$ cat src/rtl/core/process_id_slot_table_assert.svh
// Assertion macros shared by the process table RTL.
// Each macro checks one implication on the rising edge of clk while rst_n is high.
`ifndef PROCESS_ID_SLOT_TABLE_ASSERT_SVH
`define PROCESS_ID_SLOT_TABLE_ASSERT_SVH

`ifndef SYNTHESIS

`define PST_ASSERT_SAME(label, ante, cons, msg) \
  label: assert property (@(posedge clk) disable iff (!rst_n) (ante) |-> (cons)) else $error(msg);

`define PST_ASSERT_NEXT(label, ante, cons, msg) \
  label: assert property (@(posedge clk) disable iff (!rst_n) (ante) |=> (cons)) else $error(msg);

`else

`define PST_ASSERT_SAME(label, ante, cons, msg)

`define PST_ASSERT_NEXT(label, ante, cons, msg)

`endif

`endif

$ cat src/rtl/core/pst_pkg.sv
`timescale 1ns / 1ps

package pst_pkg;

  localparam int DEF_SLOT_COUNT = 64;
  localparam int DEF_PID_COUNT  = 32;

  localparam int W_OPCODE = 4;
  localparam int W_TPID   = 8;
  localparam int W_STATE  = 3;
  localparam int W_EXIT   = 32;
  localparam int W_STATUS = 3;
  localparam int W_RPID   = 5;
  localparam int W_SLOT   = 7;
  localparam int W_PARENT = 8;
  localparam int W_COUNT  = 7;

  localparam logic [W_SLOT-1:0] NO_SLOT = 7'd64;

  typedef enum logic [W_OPCODE-1:0] {
    OP_SPAWN       = 4'd0,
    OP_FORK        = 4'd1,
    OP_SET_STATE   = 4'd2,
    OP_EXIT        = 4'd3,
    OP_REAP        = 4'd4,
    OP_LOOKUP      = 4'd5,
    OP_COUNT_STATE = 4'd6,
    OP_COUNT_LIVE  = 4'd7,
    OP_SET_CURRENT = 4'd8
  } opcode_t;

  localparam logic [W_STATUS-1:0] ST_OK         = 3'd0;
  localparam logic [W_STATUS-1:0] ST_NOT_FOUND  = 3'd1;
  localparam logic [W_STATUS-1:0] ST_NO_SLOT    = 3'd2;
  localparam logic [W_STATUS-1:0] ST_NO_PID     = 3'd3;
  localparam logic [W_STATUS-1:0] ST_NOT_ZOMBIE = 3'd4;

  localparam logic [W_STATE-1:0] PS_UNUSED   = 3'd0;
  localparam logic [W_STATE-1:0] PS_RUNNABLE = 3'd1;
  localparam logic [W_STATE-1:0] PS_ZOMBIE   = 3'd4;

endpackage

$ cat src/rtl/core/pst_in_if.sv
`timescale 1ns / 1ps

interface pst_in_if import pst_pkg::*; ();
  logic                       valid;
  logic                       ready;
  logic [W_OPCODE-1:0]        opcode;
  logic [W_TPID-1:0]          target_pid;
  logic [W_STATE-1:0]         new_state;
  logic signed [W_EXIT-1:0]   exit_value;

  modport source (output valid, opcode, target_pid, new_state, exit_value, input ready);
  modport sink (input valid, opcode, target_pid, new_state, exit_value, output ready);
endinterface

$ cat src/rtl/core/pst_out_if.sv
`timescale 1ns / 1ps

interface pst_out_if import pst_pkg::*; ();
  logic                       valid;
  logic                       ready;
  logic [W_STATUS-1:0]        status;
  logic [W_RPID-1:0]          result_pid;
  logic [W_SLOT-1:0]          result_slot;
  logic [W_PARENT-1:0]        parent_pid;
  logic [W_STATE-1:0]         proc_state;
  logic signed [W_EXIT-1:0]   exit_result;
  logic [W_COUNT-1:0]         process_count;

  modport source (output valid, status, result_pid, result_slot, parent_pid, proc_state,
                  exit_result, process_count, input ready);
  modport sink (input valid, status, result_pid, result_slot, parent_pid, proc_state,
                exit_result, process_count, output ready);
endinterface

$ cat src/rtl/core/process_id_slot_table.sv
// Table operations: the pid map is read in S_MAP, the slot record in S_SLOT, and the result is registered in S_EVAL,
// which holds while an earlier result is not taken; a new transaction is accepted only back in S_IDLE. Counts walk
// the slot record memory one entry a cycle in S_CNT, as the record memory has a single read port.
// Reset (synchronous, rst_n low) clears the slot bitmap, the pid bitmap except reserved pid 0,
// the current pid and the handshake; the memories are not cleared, since an entry is only read
// behind a set bitmap bit.
`timescale 1ns / 1ps
`include "process_id_slot_table_assert.svh"

module process_id_slot_table import pst_pkg::*; #(
  parameter int SLOT_COUNT = DEF_SLOT_COUNT,
  parameter int PID_COUNT  = DEF_PID_COUNT
) (
  input  logic      clk,
  input  logic      rst_n,
  pst_in_if.sink    in_ch,
  pst_out_if.source out_ch
);

  localparam int SW  = $clog2(SLOT_COUNT);
  localparam int CW  = $clog2(SLOT_COUNT + 1);
  localparam int PIW = $clog2(PID_COUNT);

  typedef enum logic [2:0] {S_IDLE, S_MAP, S_SLOT, S_CNT, S_EVAL} seq_state_t;

  typedef struct packed {
    logic [PIW-1:0]      owner;
    logic [W_PARENT-1:0] parent;
    logic [W_STATE-1:0]  pstate;
    logic [W_EXIT-1:0]   exit_word;
  } rec_t;

  typedef struct packed {
    logic [W_STATUS-1:0] status;
    logic [W_RPID-1:0]   rpid;
    logic [W_SLOT-1:0]   slot;
    logic [W_PARENT-1:0] parent;
    logic [W_STATE-1:0]  pstate;
    logic [W_EXIT-1:0]   exit_word;
    logic [W_COUNT-1:0]  count;
  } result_t;

  seq_state_t state_r, state_nxt;

  logic [W_OPCODE-1:0] op_r;
  logic [W_TPID-1:0]   pid_r;
  logic [W_STATE-1:0]  nst_r;
  logic [W_EXIT-1:0]   ev_r;
  logic [W_TPID-1:0]   current_r;

  logic [SLOT_COUNT-1:0] slot_used_r;
  logic [PID_COUNT-1:0]  pid_used_r;

  logic [SW-1:0]  free_slot_r, free_slot_c;
  logic           slot_avail_r, slot_avail_c;
  logic [PIW-1:0] free_pid_r, free_pid_c;
  logic           pid_avail_r, pid_avail_c;

  logic [CW-1:0] cnt_r;
  logic          pend_r;
  logic [SW-1:0] pend_idx_r;
  logic [CW-1:0] count_r;
  logic          cnt_hit;

  logic    out_valid_r;
  result_t res_r, res_c;

  // Pid-to-slot map and per-slot records.
  logic [SW-1:0] map_mem [PID_COUNT];
  logic [SW-1:0] map_q;
  rec_t          rec_mem [SLOT_COUNT];
  rec_t          rec_q;

  logic          map_we;
  logic          rec_we;
  logic          rec_re;
  logic [SW-1:0] rec_wa;
  logic [SW-1:0] rec_ra;
  rec_t          rec_wd;

  logic           accept;
  logic           fire;
  logic [W_TPID-1:0] lookup_pid;
  logic [PIW-1:0] lk_idx;
  logic           pid_ok;
  logic           map_hit;
  logic           live;
  logic           do_create;
  logic           do_update;
  logic           do_reap;
  logic           do_setcur;

  assign accept      = in_ch.valid && in_ch.ready;
  assign in_ch.ready = (state_r == S_IDLE);
  assign fire        = (state_r == S_EVAL) && (!out_valid_r || out_ch.ready);

  // Fork looks up the current process; the other operations look up the target.
  assign lookup_pid = (op_r == OP_FORK) ? current_r : pid_r;
  assign lk_idx     = PIW'(lookup_pid);
  assign pid_ok     = (lookup_pid != '0) && (9'(lookup_pid) < 9'(PID_COUNT));
  assign map_hit    = pid_ok && pid_used_r[lk_idx];
  assign live       = map_hit && (rec_q.owner == lk_idx) && (rec_q.pstate != PS_UNUSED);

  // Lowest free slot and lowest free pid; pid 0 stays marked as used.
  always_comb begin
    slot_avail_c = 1'b0;
    free_slot_c  = '0;
    for (int i = SLOT_COUNT - 1; i >= 0; i--) begin
      if (!slot_used_r[i]) begin
        slot_avail_c = 1'b1;
        free_slot_c  = SW'(i);
      end
    end
  end

  always_comb begin
    pid_avail_c = 1'b0;
    free_pid_c  = '0;
    for (int i = PID_COUNT - 1; i >= 0; i--) begin
      if (!pid_used_r[i]) begin
        pid_avail_c = 1'b1;
        free_pid_c  = PIW'(i);
      end
    end
  end

  // An unused slot counts as state zero.
  always_comb begin
    cnt_hit = 1'b0;
    if (pend_r) begin
      if (slot_used_r[pend_idx_r]) begin
        if (op_r == OP_COUNT_STATE) begin
          cnt_hit = (rec_q.pstate == nst_r);
        end else begin
          cnt_hit = (rec_q.pstate != PS_UNUSED);
        end
      end else begin
        cnt_hit = (op_r == OP_COUNT_STATE) && (nst_r == PS_UNUSED);
      end
    end
  end

  always_comb begin
    state_nxt = state_r;
    case (state_r)
      S_IDLE: begin
        if (accept) state_nxt = S_MAP;
      end
      S_MAP: begin
        if (op_r == OP_COUNT_STATE || op_r == OP_COUNT_LIVE) state_nxt = S_CNT;
        else state_nxt = S_SLOT;
      end
      S_SLOT: state_nxt = S_EVAL;
      S_CNT: begin
        if (cnt_r == CW'(SLOT_COUNT)) state_nxt = S_EVAL;
      end
      S_EVAL: begin
        if (fire) state_nxt = S_IDLE;
      end
      default: state_nxt = S_IDLE;
    endcase
  end

  // Result and table updates of the operation, applied when fire is high.
  always_comb begin
    res_c.status    = ST_OK;
    res_c.rpid      = '0;
    res_c.slot      = NO_SLOT;
    res_c.parent    = '0;
    res_c.pstate    = PS_UNUSED;
    res_c.exit_word = '0;
    res_c.count     = '0;
    do_create = 1'b0;
    do_update = 1'b0;
    do_reap   = 1'b0;
    do_setcur = 1'b0;
    rec_wd    = rec_q;
    case (op_r)
      OP_SPAWN, OP_FORK: begin
        if (op_r == OP_FORK && !live) begin
          res_c.status = ST_NOT_FOUND;
        end else if (!slot_avail_r) begin
          res_c.status = ST_NO_SLOT;
        end else if (!pid_avail_r) begin
          res_c.status = ST_NO_PID;
        end else begin
          // A live current process owns its slot, so the parent is the current pid either way.
          do_create        = 1'b1;
          rec_wd.owner     = free_pid_r;
          rec_wd.parent    = current_r;
          rec_wd.pstate    = PS_RUNNABLE;
          rec_wd.exit_word = '0;
          res_c.rpid       = W_RPID'(free_pid_r);
          res_c.slot       = W_SLOT'(free_slot_r);
          res_c.parent     = current_r;
          res_c.pstate     = PS_RUNNABLE;
        end
      end
      OP_SET_STATE, OP_EXIT, OP_LOOKUP, OP_REAP: begin
        if (!live) begin
          res_c.status = ST_NOT_FOUND;
        end else begin
          res_c.rpid      = W_RPID'(rec_q.owner);
          res_c.slot      = W_SLOT'(map_q);
          res_c.parent    = rec_q.parent;
          res_c.pstate    = rec_q.pstate;
          res_c.exit_word = rec_q.exit_word;
          if (op_r == OP_SET_STATE) begin
            do_update     = 1'b1;
            rec_wd.pstate = nst_r;
            res_c.pstate  = nst_r;
          end else if (op_r == OP_EXIT) begin
            do_update        = 1'b1;
            rec_wd.pstate    = PS_ZOMBIE;
            rec_wd.exit_word = ev_r;
            res_c.pstate     = PS_ZOMBIE;
            res_c.exit_word  = ev_r;
          end else if (op_r == OP_REAP) begin
            if (rec_q.pstate != PS_ZOMBIE) begin
              res_c.status = ST_NOT_ZOMBIE;
            end else begin
              // The slot bit goes clear, so the stale record reads as unused from now on.
              do_reap      = 1'b1;
              res_c.pstate = PS_UNUSED;
            end
          end
        end
      end
      OP_COUNT_STATE, OP_COUNT_LIVE: res_c.count = W_COUNT'(count_r);
      OP_SET_CURRENT: do_setcur = 1'b1;
      default: ;
    endcase
  end

  assign map_we = fire && do_create;
  assign rec_we = fire && (do_create || do_update);
  assign rec_wa = do_create ? free_slot_r : map_q;
  assign rec_re = (state_r == S_SLOT) || (state_r == S_CNT);
  assign rec_ra = (state_r == S_CNT) ? SW'(cnt_r) : map_q;

  always_ff @(posedge clk) begin
    if (map_we) map_mem[free_pid_r] <= free_slot_r;
    if (state_r == S_MAP) map_q <= map_mem[lk_idx];
  end

  always_ff @(posedge clk) begin
    if (rec_we) rec_mem[rec_wa] <= rec_wd;
    if (rec_re) rec_q <= rec_mem[rec_ra];
  end

  always_ff @(posedge clk) begin
    if (!rst_n) begin
      state_r     <= S_IDLE;
      out_valid_r <= 1'b0;
      slot_used_r <= '0;
      pid_used_r  <= {{(PID_COUNT - 1){1'b0}}, 1'b1};
      current_r   <= '0;
      cnt_r       <= '0;
      pend_r      <= 1'b0;
    end else begin
      state_r <= state_nxt;
      if (accept) begin
        op_r         <= in_ch.opcode;
        pid_r        <= in_ch.target_pid;
        nst_r        <= in_ch.new_state;
        ev_r         <= in_ch.exit_value;
        free_slot_r  <= free_slot_c;
        slot_avail_r <= slot_avail_c;
        free_pid_r   <= free_pid_c;
        pid_avail_r  <= pid_avail_c;
      end
      case (state_r)
        S_MAP: begin
          cnt_r   <= '0;
          pend_r  <= 1'b0;
          count_r <= '0;
        end
        S_CNT: begin
          // Read one record a cycle; its data is tallied in the following cycle.
          if (cnt_hit) count_r <= count_r + 1'b1;
          if (cnt_r != CW'(SLOT_COUNT)) begin
            pend_r     <= 1'b1;
            pend_idx_r <= SW'(cnt_r);
            cnt_r      <= cnt_r + 1'b1;
          end else begin
            pend_r <= 1'b0;
          end
        end
        default: ;
      endcase
      if (fire) begin
        out_valid_r <= 1'b1;
        res_r       <= res_c;
        if (do_setcur) current_r <= pid_r;
        if (do_create) begin
          slot_used_r[free_slot_r] <= 1'b1;
          pid_used_r[free_pid_r]   <= 1'b1;
        end
        if (do_reap) begin
          slot_used_r[map_q]  <= 1'b0;
          pid_used_r[lk_idx]  <= 1'b0;
        end
      end else if (out_ch.ready) begin
        out_valid_r <= 1'b0;
      end
    end
  end

  assign out_ch.valid         = out_valid_r;
  assign out_ch.status        = res_r.status;
  assign out_ch.result_pid    = res_r.rpid;
  assign out_ch.result_slot   = res_r.slot;
  assign out_ch.parent_pid    = res_r.parent;
  assign out_ch.proc_state    = res_r.pstate;
  assign out_ch.exit_result   = res_r.exit_word;
  assign out_ch.process_count = res_r.count;

  `PST_ASSERT_NEXT(a_accept_starts_map, accept, state_r == S_MAP && op_r == $past(in_ch.opcode), "accepted transaction did not start a map read")
  `PST_ASSERT_SAME(a_bitmaps_agree, 1'b1, $countones(slot_used_r) + 1 == $countones(pid_used_r), "slot and pid bitmaps disagree")
  `PST_ASSERT_SAME(a_live_slot_used, state_r == S_EVAL && live, slot_used_r[map_q], "live process maps to a free slot")
  `PST_ASSERT_NEXT(a_fire_delivers, fire, out_valid_r && state_r == S_IDLE, "finished operation left no result")
  `PST_ASSERT_SAME(a_walk_bounded, state_r == S_CNT, cnt_r <= CW'(SLOT_COUNT), "slot walk ran past the table")

endmodule
$ cat src/flat_wrapper.sv
// flat-port wrapper written by rule: the top's interface ports become plain ports
module process_id_slot_table_flat import pst_pkg::*;
#(
  parameter int SLOT_COUNT = DEF_SLOT_COUNT,
  parameter int PID_COUNT  = DEF_PID_COUNT
)
  (clk, rst_n, in_ch_valid, in_ch_opcode, in_ch_target_pid, in_ch_new_state, in_ch_exit_value, in_ch_ready, out_ch_valid, out_ch_status, out_ch_result_pid, out_ch_result_slot, out_ch_parent_pid, out_ch_proc_state, out_ch_exit_result, out_ch_process_count, out_ch_ready);
  pst_in_if in_ch_i ();
  pst_out_if out_ch_i ();
  input  logic clk;
  input  logic rst_n;
  input wire logic [$bits(in_ch_i.valid)-1:0] in_ch_valid;
  input wire logic [$bits(in_ch_i.opcode)-1:0] in_ch_opcode;
  input wire logic [$bits(in_ch_i.target_pid)-1:0] in_ch_target_pid;
  input wire logic [$bits(in_ch_i.new_state)-1:0] in_ch_new_state;
  input wire logic [$bits(in_ch_i.exit_value)-1:0] in_ch_exit_value;
  output wire logic [$bits(in_ch_i.ready)-1:0] in_ch_ready;
  output wire logic [$bits(out_ch_i.valid)-1:0] out_ch_valid;
  output wire logic [$bits(out_ch_i.status)-1:0] out_ch_status;
  output wire logic [$bits(out_ch_i.result_pid)-1:0] out_ch_result_pid;
  output wire logic [$bits(out_ch_i.result_slot)-1:0] out_ch_result_slot;
  output wire logic [$bits(out_ch_i.parent_pid)-1:0] out_ch_parent_pid;
  output wire logic [$bits(out_ch_i.proc_state)-1:0] out_ch_proc_state;
  output wire logic [$bits(out_ch_i.exit_result)-1:0] out_ch_exit_result;
  output wire logic [$bits(out_ch_i.process_count)-1:0] out_ch_process_count;
  input wire logic [$bits(out_ch_i.ready)-1:0] out_ch_ready;
  assign in_ch_i.valid = in_ch_valid;
  assign in_ch_i.opcode = in_ch_opcode;
  assign in_ch_i.target_pid = in_ch_target_pid;
  assign in_ch_i.new_state = in_ch_new_state;
  assign in_ch_i.exit_value = in_ch_exit_value;
  assign in_ch_ready = in_ch_i.ready;
  assign out_ch_valid = out_ch_i.valid;
  assign out_ch_status = out_ch_i.status;
  assign out_ch_result_pid = out_ch_i.result_pid;
  assign out_ch_result_slot = out_ch_i.result_slot;
  assign out_ch_parent_pid = out_ch_i.parent_pid;
  assign out_ch_proc_state = out_ch_i.proc_state;
  assign out_ch_exit_result = out_ch_i.exit_result;
  assign out_ch_process_count = out_ch_i.process_count;
  assign out_ch_i.ready = out_ch_ready;
  process_id_slot_table #(.SLOT_COUNT(SLOT_COUNT), .PID_COUNT(PID_COUNT)) u_core (.clk(clk), .rst_n(rst_n), .in_ch(in_ch_i), .out_ch(out_ch_i));
endmodule
$ cat config.mk
export PLATFORM = sky130hd
export DESIGN_NAME = process_id_slot_table_flat
export DESIGN_NICKNAME = d
export VERILOG_FILES = /design/src/rtl/core/pst_pkg.sv /design/src/rtl/core/pst_in_if.sv /design/src/rtl/core/pst_out_if.sv /design/src/rtl/core/process_id_slot_table.sv /design/src/flat_wrapper.sv
export VERILOG_INCLUDE_DIRS = /design/src /design/src/rtl/core
export SDC_FILE = /design/constraint.sdc
export NUM_CORES = 2
export LEC_CHECK = 0
export BUFFER_PORTS_ARGS = -buffer_cell sky130_fd_sc_hd__buf_2
export CELL_PAD_IN_SITES_DETAIL_PLACEMENT = 1
export CELL_PAD_IN_SITES_GLOBAL_PLACEMENT = 2
export CORE_UTILIZATION = 25
export CTS_BUF_LIST = sky130_fd_sc_hd__clkbuf_2
export CTS_CLUSTER_SIZE = 25
export DETAILED_ROUTE_END_ITERATION = 12
export PLACE_DENSITY = 0.53
export REMOVE_ABC_BUFFERS = 1
export SLEW_MARGIN = 20
export SYNTH_ARGS = -nofsm -noshare
export SYNTH_HDL_FRONTEND = slang
export SYNTH_SLANG_ARGS = --single-unit
$ cat constraint.sdc
create_clock -name clk -period 8.85 [get_ports clk]
set_input_delay 0.4425 -clock clk [delete_from_list [all_inputs] [get_ports clk]]
set_output_delay 0.4425 -clock clk [all_outputs]
set_load 0.1 [all_outputs]
==> results.py <==
metrics = {
    "layout": {
        "final_nets": 8235,
        "final_area_mm2": 0.162,
        "post_route_cells_drive_above_1_share_pct": 32.2,
        "final_common_cell": "edfxtp_1",
        "fin_cells": 16266,
        "syn2layout_area_growth_pct": 15.8,
        "final_cell_mix": "edfxtp_1, clkbuf_2, mux4_2",
    },
    "cts": {
        "clkLatencyLatePin_ns": 2.43,
        "cts_hold_buf": 212,
        "numCtsBuffers": 884,
        "clk_pin_slew_ns": 0.12,
        "cts_resized": 0,
        "root_buffer": "clkbuf_2",
        "clk_path_buf_depth": 4,
        "cts_max_level": 6,
        "cts_setup_buffers": 0,
        "cts_tree": "yes",
        "cts_sinks": 3572,
    },
    "worst_hold_path": {
        "hold-path-endpoint": "u_core.ev_r[2]",
        "min_from": "in_ch_exit_value[2]",
        "hold_depth": 5,
        "hold_class": "in2reg",
    },
    "floorplan": {
        "pin_count": 118,
        "initial_core_util_pct": 25.1,
        "fp.dieW_um": 750,
        "fp-row-count": 274,
        "core_area_mm2": 0.557,
        "dieArea_mm2": 0.562,
        "die_h_um": 750,
    },
    "grt": {
        "grt_pass1_vias": 82919,
        "grt_max_degree": 98,
        "grt_use_total_pct": 16.6,
        "gr-total-overflow": 0,
        "antenna_found_initial": 39,
        "grt_pass1_wl_um": 663000,
    },
    "synth": {
        "ys.flop_type": "edfxtp_1",
        "seq_area_frac_synth_pct": 75.9,
        "syn_avg_cell_area_um2": 19.7,
        "synth_edf_count": 3456,
        "synthTopCellsByArea": "edfxtp_1, mux4_2, nand2_1, dfxtp_1, a211oi_1",
        "synth_seq_cells": 3572,
        "synth_cells": 7078,
        "yosysTopAreaCellShare_pct": 74.3,
        "syn-cell-area_mm2": 0.140,
        "yosysTopAreaCell": "edfxtp_1",
        "ys_warn_count": 0,
        "yosysUniqueCellTypes": 81,
        "synthArstFlopShare_pct": 0,
    },
    "route": {
        "drt_iter0_markers": 7690,
        "drcViolationCount": 22,
        "drt-total-wl_um": 480000,
        "route.vias.total": 78230,
        "wl_per_cell_um": 29.5,
        "dr.pass1.iters": 11,
        "vias_per_cell": 4.81,
        "ant_nets": 0,
    },
    "worst_setup_path": {
        "cp.required_ns": 10.95,
        "path_class": "reg2reg",
        "r2r_end": "u_core.rec_mem[2][29]",
        "timing.rr.start": "u_core.op_r[0]",
        "startpoint_type": "flop",
        "rr_worst_depth": 12,
        "crit_arrival_ns": 9.63,
        "path_max_fanout": 47,
        "crit_path_end_kind": "flop",
        "r2r_setup_slack_ns": 1.32,
    },
    "power_and_ir_drop": {
        "power_density_mw_per_mm2": 234,
        "p_leak_nw": 50.5,
        "ir_worst_vdd_mv": 0.114,
    },
    "sta": {
        "rsz0062_at_grt": "no",
        "clock.fmax_mhz": 133,
        "setup_ws_ns": 1.32,
        "period_needed_ns": 7.53,
        "final.period_utilization_pct": 85.0,
        "setup_viol": 0,
        "maxSlewViolCount": 0,
        "tightest_slew_ns": 1.16,
        "hold_violations": 0,
        "fin_skew_ns": 0.349,
        "slew_headroom_pct": 22.1,
    },
    "placement": {
        "placedInstanceArea_mm2": 0.152,
        "pre_cts_slack_ns": 1.17,
        "globalplace.congestion": 0.793,
        "dpl.hpwl_um": 278000,
        "post-place-cells": 14534,
        "port_buffers": 117,
    },
    "outcome": {
        "violations": "DRC",
        "status": "finished with violations",
    },
    "run": {
        "maxCapViolCount": 0,
    },
}
## cell type report
type	count	area, um^2
fillers	57859	395000
flip-flops and latches	3572	106000
multi-input cells	3040	32800
well taps	7452	9320
clock buffers	1263	6320
repair buffers	653	5780
clock inverters	242	1370
inverters	30	113
diodes	14	35.0
## where the power goes
group	total, mW	leakage [nW]	internal (mW)	switching, mW
registers	19.4	32.0	19.2	0.165
logic	7.33	12.6	2.46	4.87
clock network	11.1	5.89	4.13	6.98
## metal layers
layer	vias up	global-route usage, %	share of wire, %
met5	-	0	0.045
met4	34	4.17	2.2
met3	671	3.47	6.9
met2	2887	26.4	46
met1	42550	23.2	45
li1	32088	-	-
## metrics by stage
stage | TNS [ns] | total power [mW] | util [%] | hold WS, ns
2_1_floorplan | -3221.30 | 26.4 | - | 0.437
3_3_place_gp | 0 | 27.0 | 27.3 | 0.444
3_5_place_dp | 0 | 27.1 | 27.3 | 0.462
4_1_cts | 0 | 38.4 | 29.1 | 0.000411
5_1_grt | 0 | 39.5 | 29.1 | 0.256
6_report | 0 | 37.8 | 29.1 | 0.404
## sequential cells by signal, summed over array words and instances (netlist names), 4 cells and up
signal,flops
u_core.map_q,6
u_core.out_ch.result_slot,7
u_core.rec_q,48
u_core.pid_r,8
u_core.out_ch.parent_pid,8
u_core.out_ch.exit_result,32
u_core.op_r,4
u_core.pend_idx_r,6
u_core.current_r,8
u_core.slot_used_r,64
u_core.ev_r,32
u_core.map_mem,192
u_core.rec_mem,3072
u_core.pid_used_r,32
u_core.free_slot_r,6
u_core.cnt_r,7
u_core.count_r,7
u_core.out_ch.process_count,7
u_core.free_pid_r,5
u_core.out_ch.result_pid,5
## critical path: stages, from the launching register on
cell,delay (ns)
edfxtp_1,0.89
or4b_1,0.77
mux2_4,0.89
mux2i_1,0.19
mux2_2,0.32
a211o_1,0.42
nor4_4,0.28
buf_4,0.31
nand2_4,0.48
nor2_4,0.97
buf_4,0.45
a22o_2,0.85
buf_4,0.38
## cells in the mapped netlist (10+ instances only)
cell type,number
and3_1,27
buf_2,15
a211oi_1,218
nand3_1,74
nor2_1,137
dfxtp_1,116
clkbuf_1,294
a22o_1,37
buf_1,113
and2_1,167
a22oi_1,25
mux4_2,837
a31oi_1,61
inv_1,29
nand4_1,40
nor3b_1,14
nor4_1,10
nor4_2,25
nand2b_1,12
edfxtp_1,3456
buf_4,10
o221a_1,20
a21o_1,12
o211ai_1,11
a311oi_1,147
nand3b_1,12
a41oi_1,27
a21oi_1,195
nand2_1,666
nor3_1,61
o21ai_0,38
nor2b_1,13
mux2i_1,30
## cell families after synthesis
family	count (synthesis)	share of synthesized area [%]
AOI/OAI and AO/OA	850	4.41
xor gates and xnor gates	16	0.100
adders and majority gates	3	0.0269
buffers and inverters	466	1.30
DFF	3572	75.9
muxes	882	13.8
and+or+nand+nor	1289	4.40
## worst max-delay path by stage
stage | from | to | slack, ns
finish | u_core.op_r[0] | u_core.rec_mem[2][29] | 1.32
CTS | u_core.op_r[0] | u_core.rec_mem[32][2] | 1.18
detailed placement | u_core.op_r[0] | u_core.rec_mem[59][10] | 1.17
global route | u_core.op_r[0] | u_core.rec_mem[45][0] | 1.01
floorplan | u_core.state_r[0] | u_core.rec_q[11] | -66.81
global placement | u_core.op_r[0] | u_core.rec_mem[59][10] | 1.44
(Power assumes the default switching activity.)
